### src/sv/u2u_pkg.sv
`timescale 1ns / 1ps

package u2u_pkg;

    // Unit values
    localparam logic [15:0] REPLACEMENT   = 16'hFFFD;
    localparam logic [5:0]  HI_SURR_TAG   = 6'b110110;   // 0xD800 >> 10
    localparam logic [5:0]  LO_SURR_TAG   = 6'b110111;   // 0xDC00 >> 10
    localparam logic [4:0]  SURR_TOP      = 5'b11011;    // 0xD800..0xDFFF
    localparam logic [20:0] CP_LIMIT      = 21'h110000;
    localparam logic [20:0] SUPP_BASE     = 21'h010000;

    // Lead byte ranges
    localparam logic [7:0]  LEAD_MIN      = 8'hC2;
    localparam logic [7:0]  LEAD_END      = 8'hF8;
    localparam logic [7:0]  LEAD_3B       = 8'hE0;
    localparam logic [7:0]  LEAD_4B       = 8'hF0;

    // Depth of the queue between decode and unit sequencer
    localparam int DEF_FIFO_DEPTH = 4;

    // One decoded request: a run of replacement units, then up to two
    // decoded units, then an optional terminator.
    typedef struct packed {
        logic [2:0]  rep_cnt;
        logic [1:0]  main_cnt;
        logic [15:0] unit0;
        logic [15:0] unit1;
        logic        term;
    } t_desc;

endpackage

### src/sv/u2u_front.sv
`timescale 1ns / 1ps

module u2u_front (
    input  logic            i_clk,
    input  logic            i_rst_n,
    input  logic            i_accept,
    input  logic [7:0]      i_data_byte,
    input  logic            i_end_of_string,
    output logic            o_wr,
    output u2u_pkg::t_desc  o_desc
);
    import u2u_pkg::*;

    logic [7:0]  r_lead,    n_lead;
    logic [1:0]  r_held,    n_held;
    logic [11:0] r_payload, n_payload;
    logic        r_stopped, n_stopped;

    logic        cont_ok;
    logic        start;
    logic [1:0]  need;
    logic [10:0] cp2;
    logic [15:0] cp3;
    logic [20:0] cp4;
    logic [19:0] supp;
    t_desc       desc;

    assign cp2  = {r_lead[4:0], i_data_byte[5:0]};
    assign cp3  = {r_lead[3:0], r_payload[5:0], i_data_byte[5:0]};
    assign cp4  = {r_lead[2:0], r_payload, i_data_byte[5:0]};
    assign supp = 20'(cp4 - SUPP_BASE);

    always_comb begin
        n_lead    = r_lead;
        n_held    = r_held;
        n_payload = r_payload;
        n_stopped = r_stopped;
        desc      = '0;
        start     = 1'b0;
        cont_ok   = (i_data_byte[7:6] == 2'b10);
        if (r_lead < LEAD_3B) begin
            need = 2'd1;
        end else if (r_lead < LEAD_4B) begin
            need = 2'd2;
        end else begin
            need = 2'd3;
        end

        // Reject overlong three and four byte forms on the second byte
        if (r_held == 2'd0) begin
            if (r_lead == LEAD_3B) begin
                cont_ok = cont_ok & i_data_byte[5];
            end else if (r_lead == LEAD_4B) begin
                cont_ok = cont_ok & (i_data_byte[5] | i_data_byte[4]);
            end
        end

        if (!r_stopped) begin
            if (r_lead != 8'd0) begin
                if (!cont_ok) begin
                    // Broken sequence: replace lead and held bytes, then restart
                    desc.rep_cnt = 3'(r_held) + 3'd1;
                    n_lead       = '0;
                    n_held       = '0;
                    n_payload    = '0;
                    start        = 1'b1;
                end else if ((3'(r_held) + 3'd1) < 3'(need)) begin
                    n_payload = {r_payload[5:0], i_data_byte[5:0]};
                    n_held    = r_held + 2'd1;
                end else begin
                    desc.main_cnt = 2'd1;
                    if (need == 2'd1) begin
                        desc.unit0 = 16'(cp2);
                    end else if (need == 2'd2) begin
                        desc.unit0 = (cp3[15:11] == SURR_TOP) ? REPLACEMENT : cp3;
                    end else if (cp4 < CP_LIMIT) begin
                        desc.main_cnt = 2'd2;
                        desc.unit0    = {HI_SURR_TAG, supp[19:10]};
                        desc.unit1    = {LO_SURR_TAG, supp[9:0]};
                    end else begin
                        desc.unit0 = REPLACEMENT;
                    end
                    n_lead    = '0;
                    n_held    = '0;
                    n_payload = '0;
                end
            end else begin
                start = 1'b1;
            end

            if (start) begin
                priority if (i_data_byte == 8'd0) begin
                    n_stopped = 1'b1;
                end else if (!i_data_byte[7]) begin
                    desc.main_cnt = 2'd1;
                    desc.unit0    = 16'(i_data_byte);
                end else if (i_data_byte >= LEAD_MIN && i_data_byte < LEAD_END) begin
                    n_lead    = i_data_byte;
                    n_held    = '0;
                    n_payload = '0;
                end else begin
                    desc.main_cnt = 2'd1;
                    desc.unit0    = REPLACEMENT;
                end
            end
        end

        // End of string: flush what is still pending, close with a terminator
        if (i_end_of_string) begin
            if (n_lead != 8'd0) begin
                desc.rep_cnt = desc.rep_cnt + 3'(n_held) + 3'd1;
            end
            desc.term = 1'b1;
            n_lead    = '0;
            n_held    = '0;
            n_payload = '0;
            n_stopped = 1'b0;
        end
    end

    assign o_desc = desc;
    assign o_wr   = i_accept &&
                    (desc.rep_cnt != 3'd0 || desc.main_cnt != 2'd0 || desc.term);

    always_ff @(posedge i_clk) begin
        if (!i_rst_n) begin
            r_lead    <= '0;
            r_held    <= '0;
            r_payload <= '0;
            r_stopped <= 1'b0;
        end else if (i_accept) begin
            r_lead    <= n_lead;
            r_held    <= n_held;
            r_payload <= n_payload;
            r_stopped <= n_stopped;
        end
    end

endmodule

### src/sv/u2u_fifo.sv
`timescale 1ns / 1ps

module u2u_fifo #(
    parameter int WIDTH = 8,
    parameter int DEPTH = 4
) (
    input  logic             i_clk,
    input  logic             i_rst_n,
    input  logic             i_wr,
    input  logic [WIDTH-1:0] i_wdata,
    input  logic             i_rd,
    output logic [WIDTH-1:0] o_rdata,
    output logic             o_full,
    output logic             o_empty
);
    localparam int AW = (DEPTH > 1) ? $clog2(DEPTH) : 1;
    localparam int CW = $clog2(DEPTH + 1);

    logic [WIDTH-1:0] r_mem [DEPTH];
    logic [AW-1:0]    r_wptr, r_rptr;
    logic [CW-1:0]    r_count;
    logic             wr_en, rd_en;

    assign o_full  = (r_count == CW'(DEPTH));
    assign o_empty = (r_count == '0);
    assign o_rdata = r_mem[r_rptr];
    assign wr_en   = i_wr && !o_full;
    assign rd_en   = i_rd && !o_empty;

    always_ff @(posedge i_clk) begin
        if (wr_en) begin
            r_mem[r_wptr] <= i_wdata;
        end
    end

    always_ff @(posedge i_clk) begin
        if (!i_rst_n) begin
            r_wptr  <= '0;
            r_rptr  <= '0;
            r_count <= '0;
        end else begin
            if (wr_en) begin
                r_wptr <= (r_wptr == AW'(DEPTH - 1)) ? '0 : r_wptr + AW'(1);
            end
            if (rd_en) begin
                r_rptr <= (r_rptr == AW'(DEPTH - 1)) ? '0 : r_rptr + AW'(1);
            end
            if (wr_en && !rd_en) begin
                r_count <= r_count + CW'(1);
            end else if (rd_en && !wr_en) begin
                r_count <= r_count - CW'(1);
            end
        end
    end

endmodule

### src/sv/u2u_back.sv
`timescale 1ns / 1ps

module u2u_back (
    input  logic            i_clk,
    input  logic            i_rst_n,
    input  logic            i_q_empty,
    input  u2u_pkg::t_desc  i_desc,
    output logic            o_q_rd,
    input  logic            i_pop,
    output logic            o_valid,
    output logic [15:0]     o_code_unit,
    output logic            o_terminator,
    output logic            o_last_of_run
);
    import u2u_pkg::*;

    logic [2:0]  r_idx;
    logic        r_valid;
    logic [15:0] r_unit;
    logic        r_term;
    logic        r_last;

    logic [2:0]  total;
    logic [2:0]  main_idx;
    logic        is_last;
    logic        load;
    logic [15:0] sel_unit;
    logic        sel_term;

    assign total    = i_desc.rep_cnt + 3'(i_desc.main_cnt) + 3'(i_desc.term);
    assign main_idx = r_idx - i_desc.rep_cnt;
    assign is_last  = (r_idx + 3'd1) == total;
    assign load     = !i_q_empty && (!r_valid || i_pop);
    assign o_q_rd   = load && is_last;

    always_comb begin
        sel_unit = '0;
        sel_term = 1'b0;
        priority if (r_idx < i_desc.rep_cnt) begin
            sel_unit = REPLACEMENT;
        end else if (main_idx < 3'(i_desc.main_cnt)) begin
            sel_unit = (main_idx == 3'd0) ? i_desc.unit0 : i_desc.unit1;
        end else begin
            sel_term = 1'b1;
        end
    end

    always_ff @(posedge i_clk) begin
        if (!i_rst_n) begin
            r_idx   <= '0;
            r_valid <= 1'b0;
        end else if (load) begin
            r_valid <= 1'b1;
            r_idx   <= is_last ? 3'd0 : r_idx + 3'd1;
        end else if (i_pop) begin
            r_valid <= 1'b0;
        end
    end

    always_ff @(posedge i_clk) begin
        if (load) begin
            r_unit <= sel_unit;
            r_term <= sel_term;
            r_last <= is_last;
        end
    end

    assign o_valid       = r_valid;
    assign o_code_unit   = r_unit;
    assign o_terminator  = r_term;
    assign o_last_of_run = r_last;

endmodule

### src/sv/utf8_to_utf16_decoder.sv
`timescale 1ns / 1ps

// UTF-8 to UTF-16 stream decoder. Push one UTF-8 byte per cycle (with
// end_of_string on the final byte of a string) and pop UTF-16 code units
// from the result side; last_of_run marks the final unit caused by a byte
// and terminator marks the closing zero unit of a string. A byte is taken
// every cycle while full is low: the decode stage classifies it in that
// cycle and parks a request in a FIFO_DEPTH-entry queue. The unit sequencer
// then drains one code unit per cycle into the output register whenever
// that register is free or popped, so a byte that yields k units (0 to 5)
// holds the sequencer until all k are out. Sustained rate is one byte per
// cycle for bytes that yield at most one unit, and is otherwise set by
// the number of units the sequencer must deliver. Bytes that yield nothing
// (held continuation bytes, bytes after a zero byte) never enter the
// queue. Malformed input becomes U+FFFD; supplementary code points become surrogate pairs.
module utf8_to_utf16_decoder #(
    parameter int FIFO_DEPTH = u2u_pkg::DEF_FIFO_DEPTH
) (
    input  logic        i_clk,
    input  logic        i_rst_n,
    input  logic        push,
    output logic        full,
    input  logic [7:0]  i_data_byte,
    input  logic        i_end_of_string,
    output logic        empty,
    input  logic        pop,
    output logic [15:0] o_code_unit,
    output logic        o_terminator,
    output logic        o_last_of_run
);
    import u2u_pkg::*;

    localparam int DESC_W = $bits(t_desc);

    logic        accept;
    logic        q_wr;
    logic        q_rd;
    logic        q_empty;
    logic        out_valid;
    t_desc       wr_desc;
    t_desc       rd_desc;
    logic [DESC_W-1:0] rd_bits;

    // Accept a byte whenever the queue has room
    assign accept = push && !full;

    u2u_front u_front (
        .i_clk           (i_clk),
        .i_rst_n         (i_rst_n),
        .i_accept        (accept),
        .i_data_byte     (i_data_byte),
        .i_end_of_string (i_end_of_string),
        .o_wr            (q_wr),
        .o_desc          (wr_desc)
    );

    // Hold decoded requests so decode and unit delivery stall independently
    u2u_fifo #(
        .WIDTH (DESC_W),
        .DEPTH (FIFO_DEPTH)
    ) u_fifo (
        .i_clk   (i_clk),
        .i_rst_n (i_rst_n),
        .i_wr    (q_wr),
        .i_wdata (wr_desc),
        .i_rd    (q_rd),
        .o_rdata (rd_bits),
        .o_full  (full),
        .o_empty (q_empty)
    );

    assign rd_desc = rd_bits;

    // Expand each request into code units, one per cycle unless the output register is held
    u2u_back u_back (
        .i_clk         (i_clk),
        .i_rst_n       (i_rst_n),
        .i_q_empty     (q_empty),
        .i_desc        (rd_desc),
        .o_q_rd        (q_rd),
        .i_pop         (pop),
        .o_valid       (out_valid),
        .o_code_unit   (o_code_unit),
        .o_terminator  (o_terminator),
        .o_last_of_run (o_last_of_run)
    );

    assign empty = !out_valid;

endmodule

### config.mk
export PLATFORM = sky130hd
export DESIGN_NAME = utf8_to_utf16_decoder
export DESIGN_NICKNAME = d
export VERILOG_FILES = /design/src/sv/u2u_pkg.sv /design/src/sv/u2u_front.sv /design/src/sv/u2u_fifo.sv /design/src/sv/u2u_back.sv /design/src/sv/utf8_to_utf16_decoder.sv
export SDC_FILE = /design/constraint.sdc
export NUM_CORES = 1
export LEC_CHECK = 0
export ABC_AREA = 1
export BUFFER_PORTS_ARGS = -buffer_cell sky130_fd_sc_hd__buf_2
export CAP_MARGIN = 20
export CORE_MARGIN = 3
export CORE_UTILIZATION = 56
export DETAILED_ROUTE_END_ITERATION = 6
export PLACE_DENSITY = 0.74
export SLEW_MARGIN = 20
export SYNTH_ARGS = -nofsm -noshare
export SYNTH_HDL_FRONTEND = slang
export SYNTH_SLANG_ARGS = --single-unit
export TNS_END_PERCENT = 30
### constraint.sdc
create_clock -name i_clk -period 4.6 [get_ports i_clk]
set_clock_uncertainty 0.15 [all_clocks]
set_input_delay 0.92 -clock i_clk [delete_from_list [all_inputs] [get_ports i_clk]]
set_output_delay 0.92 -clock i_clk [all_outputs]
set_load 0.02 [all_outputs]
# Word level (Yosys, flattened, before mapping)
# Memories as Yosys holds them, arrays and structs flattened. A register that Yosys moved wholly into a read port is not among the register bits.
# Cells that the tools add are included.
word_totals:
  reg_bits: 52
  latchBits: 0
  mem_bits_rw: 152
  romBits: 0
  inputBits: 13
  out_inout_bits: 20
  word_cells: 154
  memories: 1
mem_list:
  columns: ["name", "words", "width", "rd", "rd_ports_with_merged_regs", "wr", "line", "source"]
  rows:
  - ["u_fifo.r_mem", 4, 38, 1, 1, 1, "u2u_fifo.sv:19", "logic [WIDTH-1:0] r_mem [DEPTH];"]
classes:
  n_addsub: 13
  n_mul: 0
  div_mod_pow: 0
  n_lt_le_gt_ge: 8
  n_eq_ne: 11
  shifts: 0
  n_mux: 75
  bitwise_logic: 4
  n_reduce_logical: 29
ops:
  columns: ["operator", "count"]
  rows:
  - ["16-bit 2-to-1 mux", 8]
  - ["12-bit 2-to-1 mux", 9]
  - ["37-bit 2-to-1 mux", 2]
  - ["18-bit 2-to-1 mux", 4]
  - ["8-bit 2-to-1 mux", 9]
  - ["34-bit 2-to-1 mux", 2]
  - ["2-bit 2-to-1 mux", 17]
  - ["8-bit less-than comparator (second input constant)", 3]
  - ["21-bit less-than comparator (second input constant)", 1]
  - ["20-bit by 17-bit subtractor with 20-bit output (second input constant)", 1]
  - ["3-bit 2-to-1 mux", 6]
  - ["1-bit 2-to-1 mux", 17]
  - ["8-bit equality test (second input constant)", 2]
  - ["8-bit nonzero test", 2]
  - ["14-bit 2-to-1 mux", 1]
  - ["3-bit by 1-bit adder with 3-bit output (second input constant)", 3]
  - ["1-bit logical AND", 9]
  - ["2-bit equality test (second input constant)", 4]
  - ["8-bit >= comparator (second input constant)", 1]
  - ["8-bit logical NOT", 1]
  - ["2-bit by 1-bit adder with 2-bit output (second input constant)", 3]
  - ["3-bit by 2-bit adder with 3-bit output", 2]
  - ["3-bit logical NOT", 2]
  - ["3-bit by 2-bit less-than comparator with 1-bit output", 2]
  - ["other kinds (20)", 29]

# Depth between registers and ports, before layout
# Gate-level depths: netlist (run 1).
depth:
  depth_word: 27
  mapped_depth: 28
  mapped_depth_nobuf: 28

# By module
# Synthesis (run 1) repeated with hierarchy kept, for this count alone.
unflattened:
  hier_cells: 959
  area_unflattened_um2: 9651.8
by_module_without_submodules:
  columns: ["mod", "instances", "cells_each", "area_each_um2", "seq_area_each_um2"]
  rows:
  - ["u2u_fifo", 1, 440, 6139.6, 4744.6]
  - ["u2u_front", 1, 362, 2152.1, 460.4]
  - ["u2u_back", 1, 154, 1346.3, 620.6]
  - ["utf8_to_utf16_decoder", 1, 3, 13.8, 0.0]

# Worst setup path after synthesis (run 1)
# Ideal clock, no wire load.
synth_timing:
  path_kind: "reg2reg"
  from: "register u_front.r_lead[6]"
  to: "memory u_fifo.r_mem[0][0] in the netlist's numbering (enable)"
  t_arrival_ns: 4.426
  path_slack_ns: -0.399
  stages_incl_launch_ff: 20
  path_buffers: 0
  cell_sequence: "dfxtp_1 > nand3_2 > clkinv_1 > fa_1 > nor2_1 > nand2_2 > nand2_2 > nor2_1 > inv_1 > nand2_1 > a22oi_1 > ha_1 > inv_1 > fa_1 > nand3_2 > nand2_2 > nor2_4 > nand3_4 > nand2_2 > nor2_1"
synth_via:
  elab_chain_len: 23
synth_rtl:
  columns: ["item", "line", "source"]
  rows:
  - ["start, declared", "u2u_front.sv:14", "logic [7:0] r_lead, n_lead;"]
  - ["start signal, assigned", "u2u_front.sv:132", "r_lead <= n_lead;"]
  - ["8-bit less-than comparator", "u2u_front.sv:43", "end else if (r_lead < LEAD_4B) begin"]
  - ["1-bit 2-to-1 mux", "u2u_front.sv:43", null]
  - ["2-bit 2-to-1 mux", "u2u_front.sv:41", "if (r_lead < LEAD_3B) begin"]
  - ["3-bit by 2-bit less-than comparator with 1-bit output", "u2u_front.sv:67", "end else if ((3'(r_held) + 3'd1) < 3'(need)) begin"]
  - ["2-bit 2-to-1 mux", "u2u_front.sv:67", null]
  - ["2-bit 2-to-1 mux", "u2u_front.sv:60", "if (!cont_ok) begin"]
  - ["2-bit 2-to-1 mux", "u2u_front.sv:59", "if (r_lead != 8'd0) begin"]
  - ["2-bit 2-to-1 mux", "u2u_front.sv:97", "end else if (i_data_byte >= LEAD_MIN && i_data_byte < LEAD_END) begin"]
  - ["[7 not listed]", null, null]
  - ["3-bit 2-to-1 mux (*)", "u2u_front.sv:109", "if (i_end_of_string) begin"]
  - ["net u_fifo.i_wdata[36]", "u2u_fifo.sv:10", "input logic [WIDTH-1:0] i_wdata,"]
  - ["3-bit nonzero test (*)", "u2u_front.sv:123", "(desc.rep_cnt != 3'd0 || desc.main_cnt != 2'd0 || desc.term);"]
  - ["1-bit logical OR (*) (2 in a row)", "u2u_front.sv:123", null]
  - ["1-bit logical AND (*)", "u2u_front.sv:122", "assign o_wr = i_accept &&"]
  - ["1-bit logical AND (*)", "u2u_fifo.sv:27", "assign wr_en = i_wr && !o_full;"]
  - ["1-bit 2-to-1 mux (*)", "u2u_fifo.sv:31", "if (wr_en) begin"]
  - ["1-bit 2-to-1 mux (implied by the code) (*)", "u2u_fifo.sv:32", "r_mem[r_wptr] <= i_wdata;"]
  - ["end, declared", "u2u_fifo.sv:19", null]
# The timed path passes the listed nets; every way through them passes the cells marked *. The select of a mux whose other input is x is not followed.

# Final worst setup path (run 1)
layout_timing:
  from: "register u_front.r_lead[6]"
  to: "register u_fifo.r_count[2]"
layout_via:
  elab_chain_len: 24
layout_rtl:
  columns: ["item", "line", "source"]
  rows:
  - ["8-bit less-than comparator", "u2u_front.sv:43", null]
  - ["1-bit 2-to-1 mux", "u2u_front.sv:43", null]
  - ["2-bit 2-to-1 mux", "u2u_front.sv:41", null]
  - ["3-bit by 2-bit less-than comparator with 1-bit output", "u2u_front.sv:67", null]
  - ["2-bit 2-to-1 mux", "u2u_front.sv:67", null]
  - ["2-bit 2-to-1 mux", "u2u_front.sv:60", null]
  - ["2-bit 2-to-1 mux", "u2u_front.sv:59", null]
  - ["2-bit 2-to-1 mux", "u2u_front.sv:97", null]
  - ["[8 not listed]", null, null]
  - ["net u_fifo.i_wdata[36]", "u2u_fifo.sv:10", null]
  - ["3-bit nonzero test (*)", "u2u_front.sv:123", null]
  - ["1-bit logical OR (*) (2 in a row)", "u2u_front.sv:123", null]
  - ["1-bit logical AND (*)", "u2u_front.sv:122", null]
  - ["1-bit logical AND (*)", "u2u_fifo.sv:27", null]
  - ["net u_fifo.wr_en", "u2u_fifo.sv:22", "logic wr_en, rd_en;"]
  - ["1-bit logical NOT", "u2u_fifo.sv:50", "end else if (rd_en && !wr_en) begin"]
  - ["1-bit logical AND", "u2u_fifo.sv:50", null]
  - ["2-bit nonzero test (no line)", null, null]
  - ["end signal, assigned", "u2u_fifo.sv:49", "r_count <= r_count + CW'(1);"]
  - ["end signal, assigned", "u2u_fifo.sv:51", "r_count <= r_count - CW'(1);"]
  - ["end, declared", "u2u_fifo.sv:21", "logic [CW-1:0] r_count;"]
# Marks and branches as above.
# A chain may end at the register's enable or synchronous reset.

==> results of run 1 <==
## worst min path at each step
stage	startpoint	endpoint	slack, ns	depth (start not counted)
floorplan	u_front.r_payload[10]$_SDFFE_PN0P_	u_front.r_payload[10]$_SDFFE_PN0P_	0.29	2
global placement	u_front.r_payload[10]$_SDFFE_PN0P_	u_front.r_payload[10]$_SDFFE_PN0P_	0.31	2
detailed placement	u_front.r_payload[10]$_SDFFE_PN0P_	u_front.r_payload[10]$_SDFFE_PN0P_	0.31	2
CTS	u_front.r_payload[10]$_SDFFE_PN0P_	u_front.r_payload[10]$_SDFFE_PN0P_	0.32	2
global route	u_front.r_payload[6]$_SDFFE_PN0P_	u_front.r_payload[6]$_SDFFE_PN0P_	0.34	2
finish	u_front.r_payload[10]$_SDFFE_PN0P_	u_front.r_payload[10]$_SDFFE_PN0P_	0.32	2
## worst register-to-register path, stage by stage (launching register included)
cell and delay (ns):
dfxtp_1 0.37, nand3_2 0.11, clkinv_1 0.14, fa_1 0.51, nor2_1 0.13, nand2_2 0.11, nand2_2 0.07, nor2_1 0.06
inv_1 0.07, nand2_1 0.06, a22oi_2 0.14, ha_1 0.17, inv_1 0.05, fa_1 0.49, nand3_2 0.08, nand2_2 0.13
nor2_4 0.05, nand3_4 0.08, nand2_2 0.06, inv_1 0.05, ha_1 0.14, inv_1 0.08, fa_1 0.44, nor2_1 0.11
nor2_1 0.05, nand2_1 0.07, o21ai_0 0.07, a21oi_1 0.12
## kinds of logic (layout without fill, tap and decap cells)
family          Yosys count  in the layout  synth area share, %
simple gates            321            321                 16.6
compound gates          188            188                 13.3
flops                   186            186                 60.3
buf+inv                 125            178                 5.48
fa+ha+maj                21             21                 3.55
xor+xnor                  7              7                0.708
## metrics by stage
stage                     hold WS, ns  setup WS, ns  utilization, %
final                           0.321         0.395            65.9
after global routing            0.343        0.0653            65.9
after CTS                       0.319         0.362            65.9
after detailed placement        0.314         0.150            62.0
after global placement          0.305         0.219            62.0
after floorplan                 0.291        -0.399               -
## flip-flops by register name, indices dropped and copies added (netlist names), 3 cells and up, named ones only
name and count:
u_fifo.r_count 3, u_back.o_code_unit 16, u_front.r_lead 8, u_fifo.r_mem 132
u_front.r_payload 12, u_back.r_idx 3
## metal layers
metal  global-route usage (%)  vias to the layer above  wire [um]
met2                     40.7                      243      10200
met3                     4.83                       29       1360
met1                     35.1                     3165       9160
li1                         -                     3029          -
met4                     8.05                        0        286
met5                        0                        -          0
## Yosys cell counts, types with 2 or more instances
master | count | area (um^2)
a31oi_1 | 4 | 25.0
inv_2 | 6 | 22.5
nand3_1 | 32 | 160
nand2_1 | 187 | 702
nand2_2 | 8 | 50.1
inv_1 | 81 | 304
clkbuf_1 | 23 | 86.3
nand4_1 | 2 | 12.5
a32oi_1 | 2 | 17.5
nor4_1 | 2 | 12.5
buf_2 | 4 | 20.0
a211oi_1 | 4 | 30.0
dfxtp_1 | 36 | 721
nand3_4 | 4 | 70.1
a32o_1 | 13 | 130
o22ai_1 | 6 | 37.5
a2111oi_0 | 2 | 17.5
a21oi_1 | 82 | 410
nor2_2 | 7 | 43.8
clkinv_1 | 3 | 11.3
nor3_1 | 5 | 25.0
edfxtp_1 | 150 | 4500
nor2_4 | 5 | 56.3
o211ai_1 | 9 | 67.6
a221oi_1 | 2 | 17.5
nor2_1 | 61 | 229
ha_1 | 15 | 188
xnor2_1 | 3 | 26.3
nand3_2 | 3 | 30.0
buf_1 | 8 | 30.0
fa_1 | 6 | 120
xor2_1 | 4 | 35.0
o21ai_1 | 3 | 15.0
a22oi_1 | 11 | 82.6
o21ai_0 | 39 | 195
o221ai_1 | 8 | 70.1
## layout make-up
class	instances	share of cell area (%)
clock buffer	20	4.57
clock inverter	12	1.29
multi-input combinational	537	30.8
inverter	90	3.46
sequential	186	53.5
timing repair buffer	56	4.00
tap	184	2.36
## power by group
part	switching [W]	leakage (nW)	internal [W]
registers	0.0000890	1.68	0.00216
clock network	0.000604	0.271	0.000812
logic	0.00135	1.72	0.000612
total	0.00204	3.67	0.00358
## what timing repair did
item | in CTS | in global routing
hold buffers | 0 | 0
endpoints found under the setup margin | 0 | 1
gates resized for setup | 0 | 1
hold endpoints to repair | 0 | 0
==> metrics, run 1 <==
DRT Pass-1 Iters=5; Slew Limit Fails=0; Yosys warning count=0; CP endpoint=u_fifo.r_count[2]$_SDFFE_PN0P_; R2R depth=27; commonest non-fill, non-tap cell in the layout=nand2_1; achievable frequency=between 200 and 250 MHz; dominant synthesized flop cell=edfxtp_1; multi-input combinational cell area=3010 um^2; period utilization=a little over 90%; slew margin rel.=41.9%; Final setup viols=0; CTS Buffer Depth=2; Synth async-reset ratio=0%; buffers added on ports=32; Lkg Pwr=3.67 nW; clk_lat worst skew=0.42 ns; syn_nets=around 900; clock-pin slew of the registers on the worst-case setup and hold paths=0.06 ns; vias post-DR=around 6,500; maximum vdd ir drop=approximately 0.00042 V; status=finished, final reports clean; Yosys reg bits=186; Layout area overhead=12.8%; CP top delay family=adder cells; Placed Cells=1,053; capture point of the worst reg-to-reg path=u_fifo.r_count[2]$_SDFFE_PN0P_; Slowest Stage Delay on Critical Path=0.51 ns; share of cells above drive strength 1=roughly 15%; FF-to-FF setup slack=0.40 ns; Die Area=around 17,000 um^2; row count=44; Buf/Inv on CP=5; First DRT Iteration DRCs=741; Nets=922; fin cells=about 1,100; Routed WL per cell=19.4 um; Die H=130 um; CTS buffer count=17; largest net degree at the start of global routing=58; Critical Path Source Type=flop; HP Class=reg -> reg; Overall Power=0.00563 W; Area after DPL=about 9000 um^2; initial antenna violation count=0; Worst EP arrival=4.41 ns; gp weighted congestion=between 0.9 and 1; n_diodes=0; Core Box Area=14,800 um^2; synth unique cells=44; post-synthesis sequential area ratio=60.3%; wire length of the first global-routing pass=32,500 um; Max Fanout on Critical Path=6; CP Capture Type=flop; PwrDens=~580 nW/um^2; worst-margin pin slew=0.871 ns; Tmin final=4.20 ns; Starting Density=roughly three fifths; setup repair bufs after CTS=0; GR Util All Layers=25.3%; reg-to-reg startpoint=u_front.r_lead[6]$_SDFFE_PN0P_; DRC Markers=0; Critical Path RT=4.80 ns; FILL cells=1,118; highest-count cells in the layout ignoring fill and taps=187 x nand2_1, 150 x edfxtp_1, 82 x a21oi_1; Reg area=roughly 5200 um^2; I/O pin count=33; H-Tree Level Count=4; Die W=130 um; MaxCap Viol Count=0; syn avg cell area=10.2 um^2; EDFF count, synth=150; grt ovf=0; RSZ-0062 raised after global routing=no; Syn Std Cell Area=just under 9000 um^2; CTS tree=done; Antenna Nets Post-Route=0; Crit. Startpoint=u_front.r_lead[6]$_SDFFE_PN0P_; Sum Neg Setup Slack=0 ns; Mapped Cells=848; number of global-route vias before repair=6,134; clock tree sinks=186; Avg Vias per Cell=5.96; Total Wirelength=21,000 um; Worst path slowest cell=fa_1; CTS Root Cell=clkbuf_16; dpl hpwl=between 10,000 and 15,000 um; fin area=around 9800 um^2; CP Depth=27; Setup Crit Path Kind=reg -> reg; final hold vios=0
Power figures use the tool's default switching activity.
==> run 2: changes to the inputs <==
--- a/config.mk
+++ b/config.mk
@@ -11,7 +11,7 @@
 export CORE_MARGIN = 3
 export CORE_UTILIZATION = 56
 export DETAILED_ROUTE_END_ITERATION = 6
-export PLACE_DENSITY = 0.74
+export PLACE_DENSITY_LB_ADDON = 0.12
 export SLEW_MARGIN = 20
 export SYNTH_ARGS = -nofsm -noshare
 export SYNTH_HDL_FRONTEND = slang
==> run 2 against run 1 <==
Utilization grew 0.26 points. Maximum frequency shrank 0.76%. Register-to-register slack lost 0.03 ns. Die area is the same. Combinational power is essentially flat. First-iteration DRC count shrank 2.7%. Design area grew 0.40%. Worst hold slack lost 0.0030 ns. Wire length is essentially flat. Largest cell class unchanged. Highest routed layer unchanged.
==> metrics, run 2 (synthesis results as in run 1) <==
CP Capture Type=flop (unchanged); worst-margin pin slew=0.985 ns (was 0.871 ns); Nets=921 (was 922); First DRT Iteration DRCs=721 (was 741); n_diodes=0 (unchanged); period utilization=92.1% (was 91.4%); CTS Buffer Depth=2 (unchanged); Die H=130 um (unchanged); clock-pin slew of the registers on the worst-case setup and hold paths=0.07 ns (was 0.06 ns); Post-CTS Hold Fix Bufs=0 (unchanged); buffers added on ports=32 (unchanged); share of cells above drive strength 1=14.6% (was 14.5%); Post-CTS Resized=0 (unchanged); MaxCap Viol Count=0 (unchanged); Max Fanout on Critical Path=6 (unchanged); H-Tree Level Count=4 (unchanged); Core Util, Final=66.2% (was 65.9%); FILL cells=1,165 (was 1,118); status=finished, final reports clean (unchanged); Routed WL per cell=19.4 um (about the same); Die W=130 um (unchanged); DRC Markers=0 (unchanged); max FFs per register=132 (unchanged); Antenna Nets Post-Route=0 (unchanged); Worst EP arrival=4.44 ns (was 4.41 ns); Avg Vias per Cell=5.93 (was 5.96); maximum vdd ir drop=0.000572 V (was 0.000425 V); CTS tree=done (unchanged); Lkg Pwr=3.69 nW (was 3.67 nW); HP Class=reg -> reg (unchanged); DRT Pass-1 Iters=6 (was 5); largest net degree at the start of global routing=58 (unchanged); CTS Root Cell=clkbuf_16 (unchanged); grt ovf=0 (unchanged); achievable frequency=236 MHz (was 238 MHz); PwrDens=583 nW/um^2 (was 576 nW/um^2); slew margin rel.=32.6% (was 41.9%); initial antenna violation count=0 (unchanged); final hold vios=0 (unchanged); most flop-heavy register=u_fifo.r_mem (unchanged); clk_lat worst skew=0.43 ns (was 0.42 ns); dpl hpwl=14,100 um (about the same); vias post-DR=6,424 (was 6,466); setup repair bufs after CTS=0 (unchanged); Final setup viols=0 (unchanged); gp weighted congestion=0.940 (was 0.947); Die Area=17,000 um^2 (unchanged); Critical Path RT=4.80 ns (about the same); fin area=9800 um^2 (was 9770 um^2); Starting Density=58.5% (unchanged); highest-count cells in the layout ignoring fill and taps=187 x nand2_1, 150 x edfxtp_1, 82 x a21oi_1 (unchanged); RSZ-0062 raised after global routing=no (unchanged); Area after DPL=9180 um^2 (was 9190 um^2); Core Box Area=14,800 um^2 (unchanged); number of global-route vias before repair=6,143 (was 6,134); Worst path slowest cell=fa_1 (unchanged); commonest non-fill, non-tap cell in the layout=nand2_1 (unchanged); Slowest Stage Delay on Critical Path=0.49 ns (was 0.51 ns); Layout area overhead=13.2% (was 12.8%); Total Wirelength=21,000 um (about the same); wire length of the first global-routing pass=33,200 um (was 32,500 um); GR Util All Layers=26.0% (was 25.3%); Critical Path Source Type=flop (unchanged); row count=44 (unchanged); Setup Crit Path Kind=reg -> reg (unchanged); Slew Limit Fails=0 (unchanged); Tmin final=4.24 ns (was 4.20 ns); clock tree sinks=186 (unchanged); CTS buffer count=17 (unchanged); I/O pin count=33 (unchanged)
==> run 2: changes by cell type in the layout (fill, tap and decap cells not counted), sizes merged <==
cell	previous run	this run
clkinv	10	6
inv	87	90
bufinv	2	4
buf	56	55
clkbuf	20	19
==> run 2: final timing paths <==
kind	from	end	slack, ns	depth (start not counted)
setup / recovery	u_front.r_lead[6]$_SDFFE_PN0P_	u_fifo.r_count[2]$_SDFFE_PN0P_	0.36	27
setup reg to reg	u_front.r_lead[6]$_SDFFE_PN0P_	u_fifo.r_count[2]$_SDFFE_PN0P_	0.36	27
hold / removal	u_front.r_payload[7]$_SDFFE_PN0P_	u_front.r_payload[7]$_SDFFE_PN0P_	0.32	2
hold reg to reg	u_front.r_payload[7]$_SDFFE_PN0P_	u_front.r_payload[7]$_SDFFE_PN0P_	0.32	2
==> run 2: area by class of cell <==
class	instances	area [um^2]	share of cell area [%]
Inverter	90	338	3.45
Sequential cell	186	5230	53.3
Clock inverter	13	191	1.95
Clock buffer	19	433	4.42
Multi-Input combinational cell	537	3000	30.6
Timing Repair Buffer	55	383	3.91
Tap cell	184	230	2.35
==> run 2: metrics by stage <==
stage	total power, W	setup TNS, ns	instances	worst slack, ns	hold WS (ns)
detailed placement	0.00421	0	1052	0.0213	0.310
CTS	0.00574	0	1084	0.265	0.319
finish	0.00572	0	1084	0.363	0.318
global route	0.00607	0	1084	0.0444	0.341
floorplan	0.00360	-52.72	848	-0.399	0.291
global placement	0.00414	0	1052	0.193	0.302
==> run 2: worst max-delay path, delay by kind of cell, from the launching register on <==
family	cells	cell delay, ns
AND/OR/NAND/NOR	14	1.20
flip-flops	1	0.38
AO/OA/AOI/OAI	3	0.38
adder cells (fa/ha/maj)	5	1.72
buffers and inverters	5	0.36
==> run 2: metal layers <==
| metal | GRT usage (%) | up-vias | wire (um) |
|---|---|---|---|
| met2 | 41.5 | 225 | 10100 |
| li1 | - | 3026 | - |
| met5 | 0 | - | 0 |
| met3 | 4.46 | 37 | 1200 |
| met4 | 7.68 | 0 | 337 |
| met1 | 37.0 | 3136 | 9360 |
==> run 2: power breakdown <==
part           internal [W]  switching [W]  leakage, nW
clock              0.000918       0.000625        0.295
combinational      0.000607        0.00132         1.71
sequential          0.00216      0.0000859         1.68
